==> src/sv/ffa_pkg.sv <==
// shared types and constants of the first-fit block allocator
// no dependencies; imported by all modules of the block
`timescale 1ns / 1ps
`default_nettype none

package ffa_pkg;

    // field widths that do not vary
    localparam int STATUS_W = 3;
    localparam int ARENA_W  = 25;

    localparam logic [ARENA_W-1:0] ARENA_RESET = 25'd16777216;

    // request kinds
    localparam logic KIND_ALLOC = 1'b0;
    localparam logic KIND_FREE  = 1'b1;

    // result status codes
    localparam logic [STATUS_W-1:0] ST_OK       = 3'd0;
    localparam logic [STATUS_W-1:0] ST_OOM      = 3'd1;
    localparam logic [STATUS_W-1:0] ST_DOUBLE   = 3'd2;
    localparam logic [STATUS_W-1:0] ST_NOTFOUND = 3'd3;
    localparam logic [STATUS_W-1:0] ST_NULL     = 3'd4;

    // table port strobes from the sequencer
    typedef struct packed {
        logic rd_en;
        logic wr_en;
    } t_mem_ctl;

endpackage

`default_nettype wire

==> src/sv/ffa_table.sv <==
// block table memory: one write port, one read port, registered read data
// depends on ffa_pkg for the port strobe struct
`timescale 1ns / 1ps
`default_nettype none

module ffa_table #(
    parameter int DEPTH  = 64,
    parameter int IDX_W  = 6,
    parameter int DATA_W = 49
) (
    input  wire                    i_clk,
    input  ffa_pkg::t_mem_ctl      i_ctl,
    input  wire  [IDX_W-1:0]       i_rd_addr,
    input  wire  [IDX_W-1:0]       i_wr_addr,
    input  wire  [DATA_W-1:0]      i_wr_data,
    output logic [DATA_W-1:0]      o_rd_data
);
    import ffa_pkg::*;

    logic [DATA_W-1:0] r_mem [DEPTH];
    logic [DATA_W-1:0] r_rd_data;

    // write port
    always_ff @(posedge i_clk) begin
        if (i_ctl.wr_en) begin
            r_mem[i_wr_addr] <= i_wr_data;
        end
    end

    // read port, data registered while the read strobe is high
    always_ff @(posedge i_clk) begin
        if (i_ctl.rd_en) begin
            r_rd_data <= r_mem[i_rd_addr];
        end
    end

    assign o_rd_data = r_rd_data;

endmodule

`default_nettype wire

==> src/sv/ffa_ctrl.sv <==
// request sequencer: latches a request, scans the block table, writes back
// depends on ffa_pkg; drives the ffa_table ports
`timescale 1ns / 1ps
`default_nettype none

module ffa_ctrl #(
    parameter int MAX_BLOCKS   = 64,
    parameter int HEADER_BYTES = 32,
    parameter int ADDR_BITS    = 24,
    parameter int IDX_W        = 6,
    parameter int ENT_W        = 49
) (
    input  wire                           i_clk,
    input  wire                           i_rst_n,
    // request
    input  wire                           i_start,
    output logic                          o_busy,
    input  wire                           i_kind,
    input  wire  [ADDR_BITS-1:0]          i_size,
    input  wire  [ADDR_BITS-1:0]          i_address,
    // result
    output logic                          o_valid,
    output logic [ffa_pkg::STATUS_W-1:0]  o_status,
    output logic [ADDR_BITS-1:0]          o_address_out,
    // arena register write
    input  wire                           i_cfg_valid,
    input  wire  [ffa_pkg::ARENA_W-1:0]   i_cfg_data,
    // table port
    output ffa_pkg::t_mem_ctl             o_mem_ctl,
    output logic [IDX_W-1:0]              o_rd_addr,
    output logic [IDX_W-1:0]              o_wr_addr,
    output logic [ENT_W-1:0]              o_wr_data,
    input  wire  [ENT_W-1:0]              i_rd_data
);
    import ffa_pkg::*;

    localparam int CNT_W = $clog2(MAX_BLOCKS + 1);
    localparam int SUM_W = ((ADDR_BITS > ARENA_W) ? ADDR_BITS : ARENA_W) + 2;

    localparam logic [1:0] S_IDLE = 2'd0;
    localparam logic [1:0] S_PREP = 2'd1;
    localparam logic [1:0] S_SCAN = 2'd2;

    logic [1:0]           r_state, n_state;
    logic                 r_kind, n_kind;
    logic [ADDR_BITS-1:0] r_size, n_size;
    logic [ADDR_BITS-1:0] r_addr, n_addr;
    logic [CNT_W-1:0]     r_count, n_count;
    logic [ARENA_W-1:0]   r_brk, n_brk;
    logic [ARENA_W-1:0]   r_arena, n_arena;
    logic [SUM_W-1:0]     r_app_daddr, n_app_daddr;
    logic [SUM_W-1:0]     r_app_end, n_app_end;
    logic [CNT_W-1:0]     r_rd_idx, n_rd_idx;
    logic                 r_vld, n_vld;
    logic [IDX_W-1:0]     r_chk_idx, n_chk_idx;
    logic                 r_out_valid, n_out_valid;
    logic [STATUS_W-1:0]  r_status, n_status;
    logic [ADDR_BITS-1:0] r_out_addr, n_out_addr;

    // fields of the entry returned by the table
    logic                 ent_used;
    logic [ADDR_BITS-1:0] ent_daddr;
    logic [ADDR_BITS-1:0] ent_len;
    logic                 alloc_fit;
    logic                 free_match;
    logic                 exhausted;
    logic                 app_fail;

    assign ent_used  = i_rd_data[2*ADDR_BITS];
    assign ent_daddr = i_rd_data[2*ADDR_BITS-1:ADDR_BITS];
    assign ent_len   = i_rd_data[ADDR_BITS-1:0];

    assign alloc_fit  = !ent_used && (ent_len >= r_size);
    assign free_match = (ent_daddr == r_addr);
    assign exhausted  = !r_vld && (r_rd_idx >= r_count);

    // append fails on a full table, on passing the arena, or past the address space
    assign app_fail = (r_count == CNT_W'(MAX_BLOCKS))
                   || (r_app_end > SUM_W'(r_arena))
                   || (|r_app_daddr[SUM_W-1:ADDR_BITS]);

    // sequencer next state and table accesses
    always_comb begin
        n_state     = r_state;
        n_kind      = r_kind;
        n_size      = r_size;
        n_addr      = r_addr;
        n_count     = r_count;
        n_brk       = r_brk;
        n_arena     = r_arena;
        n_app_daddr = r_app_daddr;
        n_app_end   = r_app_end;
        n_rd_idx    = r_rd_idx;
        n_vld       = r_vld;
        n_chk_idx   = r_chk_idx;
        n_out_valid = 1'b0;
        n_status    = r_status;
        n_out_addr  = r_out_addr;
        o_mem_ctl   = '0;
        o_rd_addr   = r_rd_idx[IDX_W-1:0];
        o_wr_addr   = r_chk_idx;
        o_wr_data   = i_rd_data;

        if (i_cfg_valid) begin
            n_arena = i_cfg_data;
        end

        unique case (r_state)
            S_IDLE: begin
                if (i_start) begin
                    if (i_kind == KIND_FREE && i_address == '0) begin
                        n_out_valid = 1'b1;
                        n_status    = ST_NULL;
                        n_out_addr  = '0;
                    end else begin
                        n_kind      = i_kind;
                        n_size      = i_size;
                        n_addr      = i_address;
                        n_app_daddr = SUM_W'(r_brk) + SUM_W'(HEADER_BYTES);
                        n_state     = S_PREP;
                    end
                end
            end
            S_PREP: begin
                n_app_end = r_app_daddr + SUM_W'(r_size);
                n_rd_idx  = '0;
                n_vld     = 1'b0;
                n_state   = S_SCAN;
            end
            S_SCAN: begin
                if (r_vld && r_kind == KIND_ALLOC && alloc_fit) begin
                    // reuse the first free block that covers the request
                    o_mem_ctl.wr_en = 1'b1;
                    o_wr_data       = {1'b1, ent_daddr, ent_len};
                    n_out_valid     = 1'b1;
                    n_status        = ST_OK;
                    n_out_addr      = ent_daddr;
                    n_state         = S_IDLE;
                end else if (r_vld && r_kind == KIND_FREE && free_match) begin
                    n_out_valid = 1'b1;
                    n_out_addr  = '0;
                    if (!ent_used) begin
                        n_status = ST_DOUBLE;
                    end else begin
                        o_mem_ctl.wr_en = 1'b1;
                        o_wr_data       = {1'b0, ent_daddr, ent_len};
                        n_status        = ST_OK;
                    end
                    n_state = S_IDLE;
                end else if (exhausted) begin
                    n_out_valid = 1'b1;
                    n_state     = S_IDLE;
                    if (r_kind == KIND_FREE) begin
                        n_status   = ST_NOTFOUND;
                        n_out_addr = '0;
                    end else if (app_fail) begin
                        n_status   = ST_OOM;
                        n_out_addr = '0;
                    end else begin
                        // append a new block at the break
                        o_mem_ctl.wr_en = 1'b1;
                        o_wr_addr       = r_count[IDX_W-1:0];
                        o_wr_data       = {1'b1, r_app_daddr[ADDR_BITS-1:0], r_size};
                        n_count         = r_count + CNT_W'(1);
                        n_brk           = r_app_end[ARENA_W-1:0];
                        n_status        = ST_OK;
                        n_out_addr      = r_app_daddr[ADDR_BITS-1:0];
                    end
                end else if (r_rd_idx < r_count) begin
                    // next read in flight while the previous entry is checked
                    o_mem_ctl.rd_en = 1'b1;
                    n_chk_idx       = r_rd_idx[IDX_W-1:0];
                    n_rd_idx        = r_rd_idx + CNT_W'(1);
                    n_vld           = 1'b1;
                end else begin
                    n_vld = 1'b0;
                end
            end
            default: begin
                n_state = S_IDLE;
            end
        endcase
    end

    // control registers
    always_ff @(posedge i_clk) begin
        if (!i_rst_n) begin
            r_state     <= S_IDLE;
            r_count     <= '0;
            r_brk       <= '0;
            r_arena     <= ARENA_RESET;
            r_vld       <= 1'b0;
            r_out_valid <= 1'b0;
        end else begin
            r_state     <= n_state;
            r_count     <= n_count;
            r_brk       <= n_brk;
            r_arena     <= n_arena;
            r_vld       <= n_vld;
            r_out_valid <= n_out_valid;
        end
    end

    // payload registers
    always_ff @(posedge i_clk) begin
        r_kind      <= n_kind;
        r_size      <= n_size;
        r_addr      <= n_addr;
        r_app_daddr <= n_app_daddr;
        r_app_end   <= n_app_end;
        r_rd_idx    <= n_rd_idx;
        r_chk_idx   <= n_chk_idx;
        r_status    <= n_status;
        r_out_addr  <= n_out_addr;
    end

    assign o_busy        = (r_state != S_IDLE);
    assign o_valid       = r_out_valid;
    assign o_status      = r_status;
    assign o_address_out = r_out_addr;

endmodule

`default_nettype wire

==> src/sv/first_fit_block_allocator.sv <==
// top level of the first-fit block allocator: sequencer plus block table
// depends on ffa_pkg, ffa_ctrl and ffa_table
//
//  channel   handshake                     beat
//  request   start, busy                   i_kind, i_size, i_address
//  result    o_valid (one-cycle strobe)    o_status, o_address_out
//  config    i_cfg_valid, o_cfg_ready      i_cfg_data (arena bytes)
//
// a request scans the table entries below the block count in order until a
// match, then gives its result strobe; the scan reads one table entry per
// cycle through the single read port of the block table
// a null free gives its result in the cycle after accept
// synchronous active-low reset; the table needs no clearing pass, entries
// at or past the block count are never read
// the result strobe cannot be stalled; a new request may be accepted in it
`timescale 1ns / 1ps
`default_nettype none

module first_fit_block_allocator #(
    parameter int MAX_BLOCKS   = 64,
    parameter int HEADER_BYTES = 32,
    parameter int ADDR_BITS    = 24
) (
    input  wire                           i_clk,
    input  wire                           i_rst_n,
    input  wire                           start,
    output logic                          busy,
    input  wire                           i_kind,
    input  wire  [ADDR_BITS-1:0]          i_size,
    input  wire  [ADDR_BITS-1:0]          i_address,
    output logic                          o_valid,
    output logic [ffa_pkg::STATUS_W-1:0]  o_status,
    output logic [ADDR_BITS-1:0]          o_address_out,
    input  wire                           i_cfg_valid,
    output logic                          o_cfg_ready,
    input  wire  [ffa_pkg::ARENA_W-1:0]   i_cfg_data
);
    import ffa_pkg::*;

    localparam int IDX_W = (MAX_BLOCKS > 1) ? $clog2(MAX_BLOCKS) : 1;
    localparam int ENT_W = 2 * ADDR_BITS + 1;

    t_mem_ctl         mem_ctl;
    logic [IDX_W-1:0] rd_addr;
    logic [IDX_W-1:0] wr_addr;
    logic [ENT_W-1:0] wr_data;
    logic [ENT_W-1:0] rd_data;

    // arena register is always writable
    assign o_cfg_ready = 1'b1;

    ffa_ctrl #(
        .MAX_BLOCKS   (MAX_BLOCKS),
        .HEADER_BYTES (HEADER_BYTES),
        .ADDR_BITS    (ADDR_BITS),
        .IDX_W        (IDX_W),
        .ENT_W        (ENT_W)
    ) u_ctrl (
        .i_clk         (i_clk),
        .i_rst_n       (i_rst_n),
        .i_start       (start),
        .o_busy        (busy),
        .i_kind        (i_kind),
        .i_size        (i_size),
        .i_address     (i_address),
        .o_valid       (o_valid),
        .o_status      (o_status),
        .o_address_out (o_address_out),
        .i_cfg_valid   (i_cfg_valid),
        .i_cfg_data    (i_cfg_data),
        .o_mem_ctl     (mem_ctl),
        .o_rd_addr     (rd_addr),
        .o_wr_addr     (wr_addr),
        .o_wr_data     (wr_data),
        .i_rd_data     (rd_data)
    );

    ffa_table #(
        .DEPTH  (MAX_BLOCKS),
        .IDX_W  (IDX_W),
        .DATA_W (ENT_W)
    ) u_table (
        .i_clk     (i_clk),
        .i_ctl     (mem_ctl),
        .i_rd_addr (rd_addr),
        .i_wr_addr (wr_addr),
        .i_wr_data (wr_data),
        .o_rd_data (rd_data)
    );

endmodule

`default_nettype wire

==> config.mk <==
export PLATFORM = sky130hd
export DESIGN_NAME = first_fit_block_allocator
export DESIGN_NICKNAME = d
export VERILOG_FILES = /design/src/sv/ffa_pkg.sv /design/src/sv/ffa_table.sv /design/src/sv/ffa_ctrl.sv /design/src/sv/first_fit_block_allocator.sv
export SDC_FILE = /design/constraint.sdc
export NUM_CORES = 2
export LEC_CHECK = 0
export ABC_AREA = 1
export BUFFER_PORTS_ARGS = -buffer_cell sky130_fd_sc_hd__clkbuf_2
export CORE_ASPECT_RATIO = 0.7
export CORE_MARGIN = 3
export CORE_UTILIZATION = 44
export DETAILED_ROUTE_END_ITERATION = 8
export SLEW_MARGIN = 0
export SYNTH_ARGS = -nofsm -noshare
export SYNTH_HDL_FRONTEND = slang
export SYNTH_SLANG_ARGS = --single-unit
==> constraint.sdc <==
create_clock -name i_clk -period 11.2 [get_ports i_clk]
set_input_delay 2.24 -clock i_clk [delete_from_list [all_inputs] [get_ports i_clk]]
set_output_delay 2.24 -clock i_clk [all_outputs]
set_load 0.01 [all_outputs]
==> results.json <==
{
  "tightestPinTransition_ps": 1220,
  "finalSetupViolCount": 0,
  "drcViolationCount": 0,
  "crit_required_ps": 11710,
  "max-clock-path-buffers": 4,
  "htreeDepth": 5,
  "p_int_mw": 23.3,
  "ys_types": 54,
  "cts_resized": 0,
  "cp.arrival_ps": 6680,
  "ys_seq_elements": 3388,
  "end_kind": "register",
  "drive_above_1_share": 0.0879,
  "synth_nets": 10220,
  "crit_family": "simple AND/OR/NAND/NOR gates",
  "timing.hold.ws_ps": 428,
  "synth_compound_area_frac": 0.122,
  "final-max-slew-violation-count": 0,
  "cts_buffers": 317,
  "synth_cells": 10052,
  "leakagePower_nw": 47.3,
  "status": "finished clean",
  "drtPass1Iterations": 6,
  "worstPathCellList": "buf_4 -> inv_8 -> ha_1 -> o21ai_1 -> nand4_1 -> nand3_1 -> nand2_1 -> buf_4 -> inv_2 -> nand4_4 -> o21ai_2 -> nand4_1 -> nor2_4 -> buf_4",
  "synth_edf_count": 3327,
  "nNetsFinal": 10158,
  "maxSlewHeadroom": 0.189,
  "clk_latency_ps": 910,
  "critPathKind": "reg2reg",
  "detail-route-antenna-nets": 0,
  "vias": 88982,
  "grt_max_degree": 202,
  "hold_viol": 0,
  "cts_tree": "built",
  "crit_fanout": 68,
  "rr_startpoint": "u_ctrl.r_rd_idx[0]$_SDFFCE_PN0P_",
  "stdcell_count": 14229,
  "pwr-share-comb": 0.339,
  "grt_usage": 0.271,
  "dp_hpwl_um": 248000,
  "switching_share": 0.389,
  "slowest_stage": "nor2_4",
  "ir_worst_vdd_mv": 0.247,
  "hold_class": "reg2reg",
  "layout_common_cells": "3327 x edfxtp_1, 1659 x nor2_1, 1636 x o21ai_0, 619 x nand2_1, 493 x o22ai_1",
  "antenna_found_initial": 29,
  "synth_ff_type": "edfxtp_1",
  "min-delay-start": "u_ctrl.r_brk[0]$_SDFFE_PN0P_",
  "critPathLaunchType": "register",
  "ios": 108,
  "cp_num_buf_inv": 5,
  "worst_path_most_repeated_cell": "buf_4",
  "final_common_cell": "edfxtp_1",
  "overflow": 0,
  "p_switching_mw": 14.8,
  "rsz0062_at_grt": "false",
  "holdPathEnd": "u_ctrl.r_app_daddr[0]$_DFFE_PP_",
  "coreArea_sq_um": 301000,
  "drt_iter0_markers": 14502,
  "place_ws_ps": 5120,
  "cp_slowest_stage_delay_ps": 1090,
  "die_y_um": 468,
  "p_seq_frac": 0.384,
  "io_buffers": 106,
  "fin_ws_ps": 5030,
  "wl_per_cell_um": 30.4,
  "max_freq_ghz": 0.162,
  "path_clk_slew_ps": 60,
  "initial_core_util": 0.445,
  "timing.rr.end": "u_table.r_mem[8][4]$_DFFE_PP_",
  "die_area_sq_um": 311000,
  "yosys.area_share.simple": 0.0856,
  "grt_pass1_vias": 81913,
  "yosysSeqAreaShare": 0.755,
  "synth_area_sq_um": 134000,
  "routed_via_density": 6.25,
  "reg2regPathDepth": 14,
  "root_buffer": "clkbuf_16",
  "skew_ps": 73.5,
  "die_w_um": 666,
  "hold_path_depth": 0,
  "finalCritPeriodShare": 0.551,
  "synth_top_family_by_area": "compound AO/OA/AOI/OAI gates",
  "syn_area_per_cell_sq_um": 13.3,
  "tns_ps": 0,
  "maxCapViolations": 0,
  "synth-xor-area-share": 0.00366,
  "grt_pass1_wl_um": 611000,
  "std_cell_rows": 168,
  "async_flop_share": 0,
  "area_growth_pct": 11.6,
  "reg2reg_slack_ps": 5030,
  "totalWireLength_um": 433000,
  "place_inst": 13666,
  "p_per_area_nw_per_um2": 255,
  "muxShareOfSynthArea": 0,
  "finalCriticalPeriod_ps": 6170,
  "postCtsHoldBufs": 0,
  "synth-adder-area-share": 0.00846,
  "power.share.clock": 0.277,
  "postCtsSetupBuffers": 0,
  "clock_sinks": 3388,
  "gp_congestion": 0.909,
  "synth_warnings": 0
}
==> area by class of cell <==
class	count	area, sq um
sequential	3388	101000
multi-input combinational	5799	30500
tap	3995	5000
clock buffer	392	8370
antenna	8	20.0
fill	25507	152000
inverter	170	679
clock inverter	163	1480
timing repair buffer	314	2300
==> power groups by stage <==
| stage | Combinational [mW] | Clock (mW) | Sequential [mW] |
|---|---|---|---|
| detailed placement | 12.4 | 0 | 14.9 |
| CTS | 12.4 | 10.7 | 14.6 |
| finish | 12.9 | 10.6 | 14.6 |
| global placement | 12.3 | 0 | 14.9 |
| floorplan | 7.12 | 0 | 14.8 |
| global route | 13.7 | 11.2 | 14.6 |
==> metal layers <==
layer / global-route usage / part of all wire
met5: 0 / 0.00026
met4: 0.0655 / 0.025
met3: 0.100 / 0.15
met2: 0.368 / 0.40
met1: 0.410 / 0.42
==> cell usage after synthesis (all sizes together), types with 89 or more instances <==
cell type  count  area (sq um)
a21oi        210          1070
buf          159           791
clkbuf       536          2010
edfxtp      3327         99900
ha            89          1110
inv          168           633
nand2        626          2360
nand3        373          1900
nor2        1731          6520
o21ai       1669          8370
o221ai       312          2730
o22ai        493          3080
==> state kept, by name, indices dropped and copies added, names as in the netlist <==
register,flops
u_ctrl.r_app_daddr,26
u_ctrl.r_state,2
u_ctrl.r_chk_idx,6
u_ctrl.r_addr,24
u_ctrl.r_brk,25
u_ctrl.r_count,7
u_ctrl.r_app_end,27
u_table.r_mem,3136
u_ctrl.o_valid,1
u_ctrl.r_rd_idx,7
u_ctrl.r_kind,1
u_ctrl.o_status,3
u_ctrl.o_address_out,24
u_table.o_rd_data,49
u_ctrl.r_arena,25
u_ctrl.r_vld,1
u_ctrl.r_size,24
==> kinds of logic (layout without fill, tap and decap cells) <==
family / after synthesis / count (layout)
AO/OA/AOI/OAI: 2819 / 2819
XOR/XNOR: 56 / 56
adder cells (fa/ha/maj): 90 / 90
buffers and inverters: 865 / 1039
flip-flops: 3388 / 3388
other: 1 / 9
AND/OR/NAND/NOR: 2833 / 2833
==> how the worst max path moves through the flow <==
stage                                          start  slack (ps)  depth (start not counted)                               to
floorplan                                     i_kind        3020                          4       u_ctrl.r_addr[0]$_DFFE_PP_
global placement    u_ctrl.r_rd_idx[0]$_SDFFCE_PN0P_        5170                         15   u_table.r_mem[8][13]$_DFFE_PP_
detailed placement  u_ctrl.r_rd_idx[0]$_SDFFCE_PN0P_        5120                         14    u_table.r_mem[8][4]$_DFFE_PP_
CTS                 u_ctrl.r_rd_idx[0]$_SDFFCE_PN0P_        5150                         14   u_table.r_mem[8][13]$_DFFE_PP_
global route        u_ctrl.r_rd_idx[0]$_SDFFCE_PN0P_        4750                         14  u_table.r_mem[10][10]$_DFFE_PP_
finish              u_ctrl.r_rd_idx[0]$_SDFFCE_PN0P_        5030                         14    u_table.r_mem[8][4]$_DFFE_PP_
==> stage by stage <==
| step | util | area, sq um | power (mW) |
|---|---|---|---|
| CTS | 0.496 | 149000 | 37.7 |
| detailed placement | 0.464 | 140000 | 27.3 |
| global placement | 0.464 | 140000 | 27.1 |
| floorplan | - | 134000 | 22.0 |
| finish | 0.496 | 150000 | 38.1 |
| global route | 0.496 | 149000 | 39.5 |
==> worst register-to-register path, cell delays in order (launching register included) <==
cell and delay, ps:
edfxtp_1 340, buf_4 450, inv_8 330, ha_1 320
o21ai_1 200, nand4_1 150, nand3_1 160, nand2_1 80
buf_4 250, inv_2 200, nand4_4 360, o21ai_2 490
nand4_1 670, nor2_4 1090, buf_4 700
Note: power is estimated with default switching activity, not from simulation.
